**src/sv/fls_dly.sv**
```systemverilog
// Side-band delay line that moves with the pipeline enable.
module fls_dly #(
  parameter int W = 8,
  parameter int N = 4
) (
  input  logic         clk,
  input  logic         en,
  input  logic [W-1:0] d,
  output logic [W-1:0] q
);

  logic [W-1:0] sr [N];

  always_ff @(posedge clk) begin
    if (en) begin
      sr[0] <= d;
      for (int i = 1; i < N; i++) begin
        sr[i] <= sr[i-1];
      end
    end
  end

  assign q = sr[N-1];

endmodule

```
**config.mk**
```make
export PLATFORM = sky130hd
export DESIGN_NAME = fls_dly
export DESIGN_NICKNAME = d
export VERILOG_FILES = /design/src/sv/fls_dly.sv
export SDC_FILE = /design/constraint.sdc
export NUM_CORES = 1
export LEC_CHECK = 0
export BUFFER_PORTS_ARGS = -buffer_cell sky130_fd_sc_hd__buf_2
export CORE_UTILIZATION = 37
export CTS_CLUSTER_SIZE = 16
export DETAILED_ROUTE_END_ITERATION = 6
export GPL_TIMING_DRIVEN = 0
export SLEW_MARGIN = 25
export SYNTH_ARGS = -nofsm -noshare
export SYNTH_HDL_FRONTEND = slang
export SYNTH_SLANG_ARGS = --single-unit
```
**constraint.sdc**
```tcl
create_clock -name clk -period 0.8 [get_ports clk]
set_input_delay 0.08 -clock clk [delete_from_list [all_inputs] [get_ports clk]]
set_output_delay 0.08 -clock clk [all_outputs]
set_load 0.005 [all_outputs]
```
# == Word level (Yosys, flattened, before mapping) ==
# Memory sizes are Yosys's and may differ from the RTL's.
# Index checks and enable logic that the tools add are counted.
# classes
mux,2
# ops
cell,n
$mux 1,2
# word_totals
mem_bits_rw,32
out_inout_bits,8
word_cells,3
reg_bits,0
n_memories,1
inputBits,10
# mem_list
memory,depth,word_bits,rd,rd_ports_with_merged_regs,write_ports,line_no,text
sr,4,8,4,0,4,12,logic [W-1:0] sr [N];

# == Longest topological paths before layout ==
# Gate-level depths: netlist (run 1).
# depth
word_depth,2
depth_mapped,0
depth_no_buf,0

# == Worst setup path after synthesis (run 1) ==
# No wires, ideal clock.
# synth_timing
path_kind,register to register
start,memory sr[0][0]
end,memory sr[1][0] (data pin)
slack_ps,211
path_stages_with_launch,1
synth_period_minus_slack_ps,589
t_arrival_ps,323
n_path_buf,0
setup_ps,266
required_ps,534
path_cell_list,edfxtp_1
# synth_rtl
element,line_no
"start, declared",12

==> results.md, run 1 <==
Setup path
- q[6] — worst setup path endpoint
- reg2out — WS Path Type
- 1 — Stages on worst setup path
- 800 ps — data arrival time at the worst-slack endpoint
- 720 ps — WP data required
- output port — kind of end point of the critical path
- sr[3][2] — endpoint of the most critical register-to-register path
- flip-flops — category of cells accounting for the largest share of critical-path delay
- 0 — depth of the worst register-to-register path
- 1 — buffering stage count on the worst path with inverters included
- 1 — critical-path maximum fanout
- edfxtp_1 — slowest cell on the critical path
- buf_2 — cell breakdown of the critical path
- register — type of element launching the critical path
- sr[3][6] — Critical Path Source
- sr[2][2] — Worst R2R Start
- 370 ps — slowest cell delay on critical path
- 170 ps — Reg2Reg Setup Slack

Routing
- 383 — detailed-route via count
- 9.87 um — detail-routed net length per standard cell
- 2 — Pre-antenna DRT Iters
- 4.16 — number of vias per cell
- 0 — DRC Markers
- 0 — number of nets with antenna violations after detailed routing
- 908 um — total wirelength of the detailed-routed design
- 9 — DRC marker count from the first detailed-route iteration

Final layout
- 0 — antenna fix cells
- 961 sq um — area taken by flip-flops and latches
- sr x32 — largest registers in the final layout
- sr — largest reg by FF count
- edfxtp_1 — most common library cell in the layout ignoring fill and taps
- 0.355 — share of final-layout standard cells stronger than drive strength 1
- 32 — max reg flops
- edfxtp_1, buf_2, dlygate4sd3_1 — commonest cells after routing, fill and taps aside
- 25.0% — area delta synth->final
- 1200 sq um — Final Instance Area
- 0 — count of multi-input combinational gates
- 0 sq um — area of the multi-input gates
- 211 — final-layout fill cell count
- 92 — post-route insts no fill
- 74 — Total Nets Final

Pwr
- 1.47 mV — maximum vdd drop
- 0.000436 uW — leakage power total
- 2350 nW/um^2 — Pwr per Cell Area

Global routing
- 0.0814 — Total Routing Usage GR
- 329 — vias in the first global route
- 0 — initial antenna violation count
- 33 — pin count of the biggest net entering global routing
- 0 — grt total ovfl
- 1370 um — global-route wire length before repair

Floorplanning
- 18 — standard-cell row count
- 53.0 um — width of the die
- 0.391 — initial standard-cell utilization of the core
- 53.0 um — die height
- 2800 sq um — total die area
- 18 — Ports
- 2450 sq um — core outline area

Clock tree
- 32 — clock tree sinks
- clkbuf_4 — Root Buffer Master
- 300 ps — clock insertion delay at the later pin of the skew report
- 2 — maximum level of the CTS H-tree
- 2 — Bufs on Longest Clock Path
- 5 — number of buffers created by CTS
- 80 ps — CTS clock-pin slew for the worst setup and hold paths
- 0 — count of buffers added by post-CTS timing repair for setup
- built — TritonCTS clock tree
- 0 — PostCTS Resize Cnt

Logic synthesis
- 1 — post-synthesis cell type count
- 961 sq um — total standard cell area after synthesis
- 42 — synthesized netlist net count
- 1.00 — sequential-to-total area share from yosys stat
- 30.0 sq um — Mapped Avg Cell Area
- 0 — YS warnings
- 32 — Post-Synthesis Cells
- 32 — Yosys reg bits

Status
- complete, but fails checks — result of the run
- setup timing — violated checks

Placement
- 17 — Port-buffer cells
- 1080 sq um — total cell area at the placement stage
- 0.564 — global placement routability congestion
- 79 — total placed cells including tap cells

STA
- 0.568 — Slew Limit Headroom
- 4.58 ps — worst-case clock skew
- 8 — setup-violating endpoint count in the final report
- 649 ps — Tightest Pin Transition
- yes — setup repair after global routing missed its margin
- 880 ps — final critical delay including setup and external delays
- 1.10 — share of the clock period used by the worst path after layout
- 1140 MHz — Max Fclk
- -80.1 ps — crit path setup slack, layout
- 0 — number of pins with negative max-slew slack in the final report
- 0 — final hold violations

Job
- 0 — max-capacitance violation count

Hold path
- in2reg — worst min path class

==> repair_timing <==
item	CTS	global route
cloned	0	0
endpoints found under the setup margin	8	8
hold buffers	8	0
endpoints found under the hold margin	8	0
==> report_power, final <==
group | switching (uW) | internal [uW] | leakage, uW
logic | 46.0 | 54.4 | 0.000100
registers | 21.5 | 1970 | 0.000313
clock network | 429 | 293 | 0.0000230
==> per-stage QoR <==
step / utilization / setup TNS (ps) / power (uW) / setup WS, ps / hold slack, ps
4_1_cts: 0.489 / -762 / 2860 / -112 / 346
3_5_place_dp: 0.441 / -6570 / 2110 / -206 / 258
2_1_floorplan: - / 0 / 2030 / 211 / 179
5_1_grt: 0.489 / -1010 / 2940 / -145 / 363
6_report: 0.489 / -566 / 2820 / -80.1 / 336
3_3_place_gp: 0.441 / -5690 / 2100 / -178 / 257
==> routing by layer <==
| layer | routed length (um) | vias to the layer above | GRT usage |
|---|---|---|---|
| met2 | 414 | 20 | 0.114 |
| li1 | - | 189 | - |
| met1 | 371 | 172 | 0.0734 |
| met5 | 0 | - | 0 |
| met3 | 110 | 2 | 0.0776 |
| met4 | 11 | 0 | 0.0526 |
==> worst min-delay path by stage <==
stage               startpoint  endpoint  slack [ps]  cells past startpoint
CTS                         en  sr[3][5]         350                      1
global route                en  sr[3][5]         360                      1
detailed placement        d[3]  sr[0][3]         260                      1
floorplan                 d[0]  sr[0][0]         180                      0
global placement          d[6]  sr[0][6]         260                      1
finish                      en  sr[3][7]         340                      1
==> logic make-up after synthesis <==
family  after synthesis  synth area share
DFF                  32              1.00
==> layout make-up <==
class                   instances  area share
well taps                      30      0.0313
flip-flops and latches         32       0.800
clock buffers                   5      0.0313
repair buffers                 25       0.137
==> synth_stat cells (all sizes together) <==
| master | count | area share |
|---|---|---|
| edfxtp | 32 | 1.0 |
(Power assumes the default switching activity.)
==> run 2, diff against run 1 <==
CORE_ASPECT_RATIO = 1.25   (was unset)
PLACE_DENSITY = 0.61   (was unset)
==> run 2 against run 1 <==
- the flow still finishes with violations (setup timing)
- maximum frequency down 0.25%
- critical path depth unchanged
- first-iteration DRC count down 56%
- wire length up 18%
- global-route usage up 1.7 points
- critical path type unchanged
- critical endpoint is now q[0]
- largest cell class unchanged
- highest routed layer unchanged
==> results.md, run 2 (synthesis gave the netlist of run 1 again) <==
Status
- complete, but fails checks — result of the run
- setup timing — violated checks

Final layout
- sr x32 — largest registers in the final layout
- 1210 sq um — Final Instance Area, +0.94%
- 74 — Total Nets Final, unchanged
- 0 — count of multi-input combinational gates, unchanged
- 0.344 — share of final-layout standard cells stronger than drive strength 1, -0.0111
- sr — largest reg by FF count
- 0.494 — share of the core filled with cells in the final layout, +0.00509
- edfxtp_1, buf_2, dlygate4sd3_1 — commonest cells after routing, fill and taps aside
- 97 — post-route insts no fill, +5.4%
- edfxtp_1 — most common library cell in the layout ignoring fill and taps
- 26.2% — area delta synth->final
- 0 sq um — area of the multi-input gates, unchanged
- 0 — antenna fix cells, unchanged
- 32 — max reg flops, unchanged

STA
- 0.563 — Slew Limit Headroom, -0.00429
- 5.36 ps — worst-case clock skew, +0.777 ps
- 1130 MHz — Max Fclk, -0.25%
- 1.10 — share of the clock period used by the worst path after layout, +0.00271
- yes — setup repair after global routing missed its margin
- 882 ps — final critical delay including setup and external delays, +2.17 ps
- 0 — final hold violations, unchanged
- -82.3 ps — crit path setup slack, layout, -2.17 ps
- 655 ps — Tightest Pin Transition, +6.44 ps
- 8 — setup-violating endpoint count in the final report, unchanged
- 0 — number of pins with negative max-slew slack in the final report, unchanged

Setup path
- 720 ps — WP data required, about the same
- 1 — critical-path maximum fanout, unchanged
- edfxtp_1 — slowest cell on the critical path
- output port — kind of end point of the critical path
- reg2out — WS Path Type
- 0 — depth of the worst register-to-register path, unchanged
- 140 ps — Reg2Reg Setup Slack, -30 ps
- flip-flops — category of cells accounting for the largest share of critical-path delay
- 360 ps — slowest cell delay on critical path, about the same
- sr[0][7] — Worst R2R Start
- buf_2 — cell breakdown of the critical path
- sr[1][7] — endpoint of the most critical register-to-register path
- 1 — buffering stage count on the worst path with inverters included, unchanged
- register — type of element launching the critical path
- 800 ps — data arrival time at the worst-slack endpoint, about the same

Global routing
- 0.0756 — met1 track utilization from global routing, +0.00223
- 0 — grt total ovfl, unchanged
- 0.0549 — met3 track demand over resource in global routing, -0.0227
- 0.0982 — Total Routing Usage GR, +0.0168
- 395 — vias in the first global route, +20%
- 33 — pin count of the biggest net entering global routing, unchanged
- 0.157 — global-route met2 utilization, +0.0426
- 0 — initial antenna violation count, unchanged
- met2 — Most Used Layer, Global Route
- 1600 um — global-route wire length before repair, +17%

Placement
- 0.544 — global placement routability congestion, -3.5%
- 82 — total placed cells including tap cells, +3.8%
- 1090 sq um — total cell area at the placement stage, +0.35%
- 17 — Port-buffer cells, unchanged

Hold path
- 1 — Worst Hold Path Cells, unchanged
- sr[0][2] — Worst Hold Endpoint
- in2reg — worst min path class
- en — startpoint of the lowest-slack hold path

Job
- 0 — max-capacitance violation count, unchanged

Routing
- 0 — number of nets with antenna violations after detailed routing, unchanged
- 3 — Pre-antenna DRT Iters, +1
- 11.1 um — detail-routed net length per standard cell, +12%
- 1070 um — total wirelength of the detailed-routed design, +18%
- 0 — DRC Markers, unchanged
- 4 — DRC marker count from the first detailed-route iteration, -5
- 396 — detailed-route via count, +3.4%
- 4.08 — number of vias per cell, -1.9%

Clock tree
- 32 — clock tree sinks, unchanged
- 90 ps — CTS clock-pin slew for the worst setup and hold paths, about the same
- 310 ps — clock insertion delay at the later pin of the skew report, about the same
- 2 — Bufs on Longest Clock Path, unchanged
- 2 — maximum level of the CTS H-tree, unchanged
- clkbuf_4 — Root Buffer Master
- built — TritonCTS clock tree
- 0 — count of buffers added by post-CTS timing repair for setup, unchanged
- 5 — number of buffers created by CTS, unchanged

Pwr
- 2370 nW/um^2 — Pwr per Cell Area, +0.98%
- 1.53 mV — maximum vdd drop, +4.4%
- 0.000440 uW — leakage power total, +0.72%

Floorplanning
- 2450 sq um — core outline area, -0.10%
- 59.0 um — die height, +11%
- 18 — Ports, unchanged
- 20 — standard-cell row count, +2
- 47.6 um — width of the die, -10%
- 2810 sq um — total die area, about the same
- 0.392 — initial standard-cell utilization of the core, +0.000399

## run 2: area by class of cell
| class | instances | area [sq um] |
|---|---|---|
| clock buffer | 5 | 37.5 |
| fill | 223 | 1240 |
| sequential | 32 | 961 |
| timing repair buffer | 25 | 165 |
| clock inverter | 2 | 7.51 |
| tap | 33 | 41.3 |
## run 2: what timing repair did
item / in CTS / in global routing
pin swaps: 0 / 0
endpoints found under the setup margin: 8 / 8
resized for setup: 0 / 0
hold endpoints to repair: 8 / 0
hold buffers: 8 / 0
## run 2: worst max path at each step
stage                     cells after the start      from        to
after floorplan                               0  sr[0][0]  sr[1][0]
after global placement                        1        en  sr[3][4]
after detailed placement                      1        en  sr[3][4]
after CTS                                     1  sr[3][0]      q[0]
after global routing                          1  sr[3][3]      q[3]
final                                         1  sr[3][0]      q[0]
## run 2: metal layers
metal	wire [um]	up-vias
li1	-	190
met1	390	181
met2	578	21
met3	81	4
met4	21	0
met5	0	-
## run 2: stage by stage
stage               hold WS, ps  TNS (ps)  setup WS [ps]  total power (uW)
detailed placement          259     -6330           -199              2110
floorplan                   179         0            211              2030
global placement            256     -5460           -171              2100
CTS                         332      -787           -110              2900
finish                      330      -599          -82.3              2870
global route                349     -1140           -163              3000
## run 2: power by group
part | total, uW | switching (uW) | internal (uW)
clock | 772 | 466 | 306
combinational | 103 | 48.2 | 54.7
sequential | 2000 | 23.6 | 1970
total | 2870 | 538 | 2330
