## src/sv/fls_pkg.sv

```systemverilog
package fls_pkg;

  localparam int COORD_BITS_DEF = 32;
  localparam int LIMB_BITS      = 32;   // partial-product operand width
  localparam int MUL_LAT        = 5;    // register stages inside fls_mul
  localparam int Q_BITS         = 16;   // intensity width, one root step per bit
  localparam int SCALE_SHIFT    = 30;   // Q1.15 squared

  localparam logic [Q_BITS-1:0] FULL_SCALE = Q_BITS'(32768);
  localparam logic [Q_BITS-1:0] ZERO_SCALE = '0;

  localparam logic [1:0] REG_LIGHT_X = 2'd0;
  localparam logic [1:0] REG_LIGHT_Y = 2'd1;
  localparam logic [1:0] REG_LIGHT_Z = 2'd2;

  typedef struct packed {
    logic degen;   // zero-length normal or light vector
    logic away;    // dot product not positive
  } shade_flags_t;

endpackage

```

## src/sv/fls_mul.sv

```systemverilog
// Signed multiplier: magnitude, 32x32 partial products, row sums, total, sign.
module fls_mul import fls_pkg::*; #(
  parameter int AW = 32,
  parameter int BW = 32
) (
  input  logic                    clk,
  input  logic                    en,
  input  logic signed [AW-1:0]    a,
  input  logic signed [BW-1:0]    b,
  output logic signed [AW+BW-1:0] p
);

  localparam int NA   = (AW + LIMB_BITS - 1) / LIMB_BITS;
  localparam int NB   = (BW + LIMB_BITS - 1) / LIMB_BITS;
  localparam int AP   = NA * LIMB_BITS;
  localparam int BP   = NB * LIMB_BITS;
  localparam int RWD  = LIMB_BITS * (NB + 1);
  localparam int SUMW = AP + BP;
  localparam int PWD  = AW + BW;

  logic [AP-1:0]            ma;
  logic [BP-1:0]            mb;
  logic                     sg1, sg2, sg3, sg4;
  logic [2*LIMB_BITS-1:0]   pp [NA][NB];
  logic [RWD-1:0]           row [NA];
  logic [RWD-1:0]           row_next [NA];
  logic [SUMW-1:0]          mag;
  logic [SUMW-1:0]          mag_next;

  always_comb begin
    for (int i = 0; i < NA; i++) begin
      row_next[i] = '0;
      for (int j = 0; j < NB; j++) begin
        row_next[i] = row_next[i] + (RWD'(pp[i][j]) << (LIMB_BITS * j));
      end
    end
  end

  always_comb begin
    mag_next = '0;
    for (int i = 0; i < NA; i++) begin
      mag_next = mag_next + (SUMW'(row[i]) << (LIMB_BITS * i));
    end
  end

  always_ff @(posedge clk) begin
    if (en) begin
      ma  <= AP'($unsigned(a[AW-1] ? -a : a));
      mb  <= BP'($unsigned(b[BW-1] ? -b : b));
      sg1 <= a[AW-1] ^ b[BW-1];
      for (int i = 0; i < NA; i++) begin
        for (int j = 0; j < NB; j++) begin
          pp[i][j] <= ma[i*LIMB_BITS +: LIMB_BITS] * mb[j*LIMB_BITS +: LIMB_BITS];
        end
      end
      sg2 <= sg1;
      row <= row_next;
      sg3 <= sg2;
      mag <= mag_next;
      sg4 <= sg3;
      p   <= sg4 ? -$signed(PWD'(mag)) : $signed(PWD'(mag));
    end
  end

endmodule

```

## config.mk

```make
export PLATFORM = sky130hd
export DESIGN_NAME = fls_mul
export DESIGN_NICKNAME = d
export VERILOG_FILES = /design/src/sv/fls_pkg.sv /design/src/sv/fls_mul.sv
export SDC_FILE = /design/constraint.sdc
export NUM_CORES = 2
export LEC_CHECK = 0
export BUFFER_PORTS_ARGS = -buffer_cell sky130_fd_sc_hd__buf_4
export CAP_MARGIN = 5
export CORE_MARGIN = 5
export CORE_UTILIZATION = 27
export CTS_BUF_LIST = sky130_fd_sc_hd__clkbuf_8
export CTS_CLUSTER_SIZE = 28
export DETAILED_ROUTE_END_ITERATION = 8
export GPL_TIMING_DRIVEN = 0
export PLACE_DENSITY = 0.44
export REMOVE_ABC_BUFFERS = 1
export SLEW_MARGIN = 20
export SYNTH_ARGS = -nofsm -noshare
export SYNTH_HDL_FRONTEND = slang
export SYNTH_SLANG_ARGS = --single-unit
```

## constraint.sdc

```tcl
create_clock -name clk -period 9.3 [get_ports clk]
set_clock_uncertainty 0.2 [all_clocks]
set_input_delay 0.465 -clock clk [delete_from_list [all_inputs] [get_ports clk]]
set_output_delay 0.465 -clock clk [all_outputs]
set_load 0.05 [all_outputs]
```

[Word level (Yosys, flattened, before mapping)]
Memories as Yosys holds them, arrays and structs flattened. A register that Yosys moved wholly into a read port is not among the register bits.
Index checks and enable logic that the tools add are counted.
W data, S select, Z words.
Word-level totals
  bits in registers: 196
  RAM bits: 64
  memories kept: 1
Cells by class
  add/subtract/negate cells: 3
  multipliers: 1
  multiplexer cells: 5
  bitwise gates (word level): 1
Memories
  pp: words 1, width 64, rd ports 1, clocked after Yosys merged registers in 1, write ports 1, RTL line fls_mul.sv:24  | logic [2*LIMB_BITS-1:0] pp [NA][NB];
Operators with widths (number)
  $mul A32 B32 Y64: 1
  $mux W64: 1
  $neg A32 Y32: 2
  $neg A64 Y64: 1
  $mux W31: 2
  $mux W1: 2
  $xor A1 B1 Y1: 1

[Longest topological paths before layout]
  depth after elaboration: 2
  gate-level depth with buffers: 26
  mapped depth without buffers: 24

[Worst setup path before layout]
OpenSTA, ideal clock, no wires.
  kind: register to register
  start point: register ma[29]
  end point: memory pp[0][50] in the netlist's numbering, data pin
  library setup time: 265 ps
  arrival time: 6875 ps
  data required time: 8835 ps
  path slack: 1959 ps
  stages on the path, launching flop included: 24
  path buffers: 2
  period minus slack after synthesis: 7341 ps
  path through: edfxtp_1 clkbuf_1 nand2_1 fa_1 inv_1 fa_1 inv_1 fa_1 fa_1 inv_1 fa_1 fa_1 fa_1 fa_1 ha_1 clkbuf_1 and3_1 and2_1 a221o_1 a311o_1 a21oi_1 o21bai_1 a211o_1 xor2_1
On the way
  cells in the longest elaborated chain, start to end: 1
RTL lines
  from (decl): RTL line fls_mul.sv:21  | logic [AP-1:0] ma;
  from (signal assigned): RTL line fls_mul.sv:48  | ma <= AP'($unsigned(a[AW-1] ? -a : a));
  $mul A32 B32 Y64: RTL line fls_mul.sv:53  | pp[i][j] <= ma[i*LIMB_BITS +: LIMB_BITS] * mb[j*LIMB_BITS +: LIMB_BITS];
  to (decl): RTL line fls_mul.sv:24
Every way passes these cells.

[Worst setup path after layout]
  start point: register mb[10]
  end point: memory pp[0][58] in the netlist's numbering, data pin
On the way
  cells in the longest elaborated chain, start to end: 1
RTL lines
  from (decl): RTL line fls_mul.sv:22  | logic [BP-1:0] mb;
  from (signal assigned): RTL line fls_mul.sv:49  | mb <= BP'($unsigned(b[BW-1] ? -b : b));
  $mul A32 B32 Y64: RTL line fls_mul.sv:53
Every way passes these cells.

==> impl_table.tex <==
\begin{tabular}{lr}
\hline
Metric & Value \\
\hline
\multicolumn{2}{l}{\textbf{Final layout}} \\
\quad Share of cells above drive strength 1 & 7.42\% \\
\quad Total number of nets in the final design & 5821 \\
\quad Number of fillers in the final layout & 17632 \\
\quad Area added between synthesis and finish & 15.7\% \\
\quad Non-Filler Instances & 6860 \\
\multicolumn{2}{l}{\textbf{CTS}} \\
\quad Clock sink count & 324 \\
\quad Post-CTS Setup Repair Bufs & 0 \\
\quad Number of buffers added to fix hold violations after cts & 96 \\
\quad Source-to-sink clock delay at the later pin of the worst-skew pair & 0.73 ns \\
\quad Count of cells resized by post-cts repair & 0 \\
\quad CTS tree & built \\
\quad Level count of the clock H-tree & 2 \\
\quad CTS buffer count & 57 \\
\quad Clock root cell & sky130\_fd\_sc\_hd\_\_clkbuf\_8 \\
\quad Buffers from clock root to sink, at most & 3 \\
\quad Clock Pin Slew Worst Setup and Hold Paths & 0.06 ns \\
\multicolumn{2}{l}{\textbf{Floorplan}} \\
\quad Row count & 151 \\
\quad Core outline area & 0.169 mm2 \\
\quad Die Span X & 422 um \\
\quad Top-level I/O count & 130 \\
\quad Area of the die & 0.178 mm2 \\
\quad Starting density of the core & 27.1\% \\
\quad Die Height & 422 um \\
\multicolumn{2}{l}{\textbf{Flow run}} \\
\quad Max\_cap viols & 0 \\
\multicolumn{2}{l}{\textbf{Global routing}} \\
\quad Combined global-route utilization of all metal layers & 14.9\% \\
\quad Pin count of the biggest net entering global routing & 98 \\
\quad Initial antenna violation count & 14 \\
\quad Via count of the first global-routing pass & 34450 \\
\quad Overflow left after global routing & 0 \\
\quad Wire length of the first global-routing pass & 206 mm \\
\multicolumn{2}{l}{\textbf{Detailed routing}} \\
\quad Average via count per standard cell & 4.48 \\
\quad First drt pass iteration count & 5 \\
\quad DR WL/cell & 19.0 um \\
\quad Remaining routing DRC violations & 0 \\
\quad Top layer used by detailed routing & met5 \\
\quad Post-route antenna net violation count & 0 \\
\quad Count of vias placed by the detailed router & 30729 \\
\quad DR WL met3 & 4.48 mm \\
\quad First DRT Iteration DRCs & 1695 \\
\quad Length of routed wiring on met1 & 54.7 mm \\
\quad DRT Wirelength & 130 mm \\
\quad WL met2 & 67.2 mm \\
\multicolumn{2}{l}{\textbf{Timing}} \\
\quad Number of hold violations in the final report & 0 \\
\quad Max Fclk & 0.115 GHz \\
\quad Final setup viols & 0 \\
\quad Final critical delay including setup and external delays & 8.71 ns \\
\quad Setup repair after global routing missed its margin & no \\
\quad Max-slew headroom at the worst pin & 39.3\% \\
\quad Final Slew Violations & 0 \\
\quad Aggregate negative setup slack & 0 ns \\
\quad Final Cycle Share & 93.7\% \\
\quad Final setup margin & 0.588 ns \\
\quad Transition time at the pin with the least slew margin & 0.902 ns \\
\quad Minimum hold slack & 0.117 ns \\
\multicolumn{2}{l}{\textbf{Synthesis}} \\
\quad Commonest register cell after synthesis & sky130\_fd\_sc\_hd\_\_edfxtp\_1 \\
\quad Average cell area after synthesis & 10.4 um2 \\
\quad Sequential cell area fraction in the yosys report & 21.3\% \\
\quad Most used standard cells in the synthesized netlist & 896 x sky130\_fd\_sc\_hd\_\_fa\_1, 865 x sky130\_fd\_sc\_hd\_\_inv\_1, 631 x sky130\_fd\_sc\_hd\_\_and2\_1, 496 x sky130\_fd\_sc\_hd\_\_nand2\_1, 324 x sky130\_fd\_sc\_hd\_\_edfxtp\_1 \\
\quad Biggest area contributors in the synthesized netlist & sky130\_fd\_sc\_hd\_\_fa\_1 39\%, sky130\_fd\_sc\_hd\_\_edfxtp\_1 21\%, sky130\_fd\_sc\_hd\_\_and2\_1 8.6\% \\
\quad Complex-gate fraction of the synthesized area & 4.48\% \\
\quad Library cell with the highest instance count after synthesis & sky130\_fd\_sc\_hd\_\_fa\_1 \\
\quad Yosys Warn Count & 0 \\
\quad Dominant combinational cell family by area after synthesis & adder cells \\
\quad Distinct cell type count of the synthesized netlist & 60 \\
\quad Post-Synth XOR/XNOR Area & 3.48\% \\
\quad Fraction of synthesis flops using an asynchronous set or reset pin & 0\% \\
\quad Mapped Cells & 4413 \\
\quad Most area-hungry cell type in the Yosys netlist & sky130\_fd\_sc\_hd\_\_fa\_1 \\
\quad Register bit total from synthesis & 324 \\
\quad Share of synthesized area spent on multiplexers & 0\% \\
\quad Post-synth design cell area & 0.0457 mm2 \\
\quad Simple-Gate Fraction of Synth Area & 15.3\% \\
\quad Area share of the largest cell type after synthesis & 39.2\% \\
\quad Area share of fa/ha/maj cells after synthesis & 46.5\% \\
\quad Number of enable-type register cells in the synthesized netlist & 324 \\
\multicolumn{2}{l}{\textbf{Critical path}} \\
\quad Launching element type of the critical path & flop \\
\quad Endpoint required time on the critical path & 9.62 ns \\
\quad Worst-path maximum fanout & 14 \\
\quad Kind of critical path & reg -> reg \\
\quad CP endpoint kind & flop \\
\quad Max stage delay cell, worst path & sky130\_fd\_sc\_hd\_\_edfxtp\_1 \\
\quad Delay contributed by the slowest stage of the critical path & 0.75 ns \\
\quad Crit path buffers/inverters & 4 \\
\quad Crit path max-delay family & adder cells \\
\quad Worst path cell trace & buf\_8 > buf\_8 > and2\_1 > fa\_1 > fa\_1 > inv\_1 > fa\_1 > fa\_1 > inv\_1 > fa\_1 > fa\_1 > fa\_1 > fa\_1 > ha\_1 > a21oi\_1 > o21ai\_0 > a221o\_1 > a311o\_1 > a21oi\_1 > o21ai\_0 > nor2b\_1 > nor3\_1 \\
\quad Data arrival at the endpoint of the critical path & 9.03 ns \\
\quad Most common cell type on the critical path & sky130\_fd\_sc\_hd\_\_fa\_1 \\
\multicolumn{2}{l}{\textbf{Run status}} \\
\quad Outcome & finished, final reports clean \\
\multicolumn{2}{l}{\textbf{Placement}} \\
\quad HPWL after detailed placement & 109 mm \\
\quad Worst slack at placement & 0.571 ns \\
\quad Placed Instances & 6656 \\
\quad Count of buffers inserted at the top-level ports & 129 \\
\quad Final estimated routing congestion in global placement & 0.812 \\
\multicolumn{2}{l}{\textbf{Hold path}} \\
\quad Type of the worst min-delay path & in -> reg \\
\hline
\end{tabular}
[kinds of logic after synthesis]
family                     after synthesis
and+or+nand+nor                       1334
adders and majority gates             1162
AOI/OAI and AO/OA                      316
buffers and inverters                 1095
DFF                                    324
xor gates and xnor gates               182
[state kept, by name (all words and copies together), names as in the netlist]
signal / flops
sg4: 1
pp: 64
sg2: 1
sg1: 1
p: 64
mag: 64
row: 64
ma: 32
sg3: 1
mb: 32
[metrics by stage]
| stage | instance area, um2 | utilization [%] |
|---|---|---|
| final | 52900 | 31.3 |
| after global routing | 52900 | 31.3 |
| after CTS | 52900 | 31.3 |
| after detailed placement | 50900 | 30.1 |
| after global placement | 48600 | 28.8 |
| after floorplan | 44900 | - |
[path summary, 6_finish.rpt]
kind                startpoint                  end  slack, ns  cells after the start
max           mb[10]$_DFFE_PP_  pp[0][58]$_DFFE_PP_       0.59                     22
min                      a[31]        sg1$_DFFE_PP_       0.12                      2
max reg2reg   mb[10]$_DFFE_PP_  pp[0][58]$_DFFE_PP_       0.59                     22
min reg2reg  row[20]$_DFFE_PP_    mag[20]$_DFFE_PP_       0.19                      0
[cell type report]
cell class	count	area [um2]	share of cell area [%]
clock buffer	58	798	1.51
tap	2218	2780	5.25
multi-input combinational	2994	31900	60.3
antenna	4	10.0	0.0189
timing repair buffer	350	4160	7.86
inverter	866	3250	6.14
clock inverter	46	275	0.520
sequential	324	9730	18.4
[cells in the final DEF (no fill, tap or decap), types with 7 or more instances in the layout]
master	synthesis	routed
sky130_fd_sc_hd__buf_4	0	128
sky130_fd_sc_hd__nor3_1	25	25
sky130_fd_sc_hd__o21ai_0	74	74
sky130_fd_sc_hd__o211ai_1	10	10
sky130_fd_sc_hd__ha_1	266	266
sky130_fd_sc_hd__o41ai_1	16	16
sky130_fd_sc_hd__nand4_1	13	13
sky130_fd_sc_hd__o31ai_1	31	31
sky130_fd_sc_hd__dlygate4sd3_1	0	96
sky130_fd_sc_hd__nand2b_1	7	7
sky130_fd_sc_hd__nand3b_1	7	7
sky130_fd_sc_hd__buf_16	0	28
sky130_fd_sc_hd__a21oi_1	83	83
sky130_fd_sc_hd__nor2_1	49	49
sky130_fd_sc_hd__xor2_1	34	34
sky130_fd_sc_hd__and2_1	631	631
sky130_fd_sc_hd__or4_1	17	17
sky130_fd_sc_hd__nor4_1	9	9
sky130_fd_sc_hd__a21o_1	33	33
sky130_fd_sc_hd__buf_8	0	97
sky130_fd_sc_hd__o21bai_1	10	10
sky130_fd_sc_hd__and3_1	10	10
sky130_fd_sc_hd__fa_1	896	896
sky130_fd_sc_hd__xnor2_1	148	148
sky130_fd_sc_hd__clkbuf_8	0	58
sky130_fd_sc_hd__nand2_1	496	496
sky130_fd_sc_hd__a31oi_1	9	9
sky130_fd_sc_hd__nand3_1	26	26
sky130_fd_sc_hd__inv_1	865	882
sky130_fd_sc_hd__or3_1	20	20
sky130_fd_sc_hd__a211oi_1	9	9
sky130_fd_sc_hd__clkinv_1	0	15
sky130_fd_sc_hd__edfxtp_1	324	324
[layer usage]
layer	vias up	GRT usage [%]
met5	-	0.753
li1	13854	-
met1	16183	18.9
met2	528	26.8
met4	2	3.88
met3	162	1.74
Power is not shown: default switching activity piles up to over one toggle a cycle in this logic, so the estimate is an artifact.
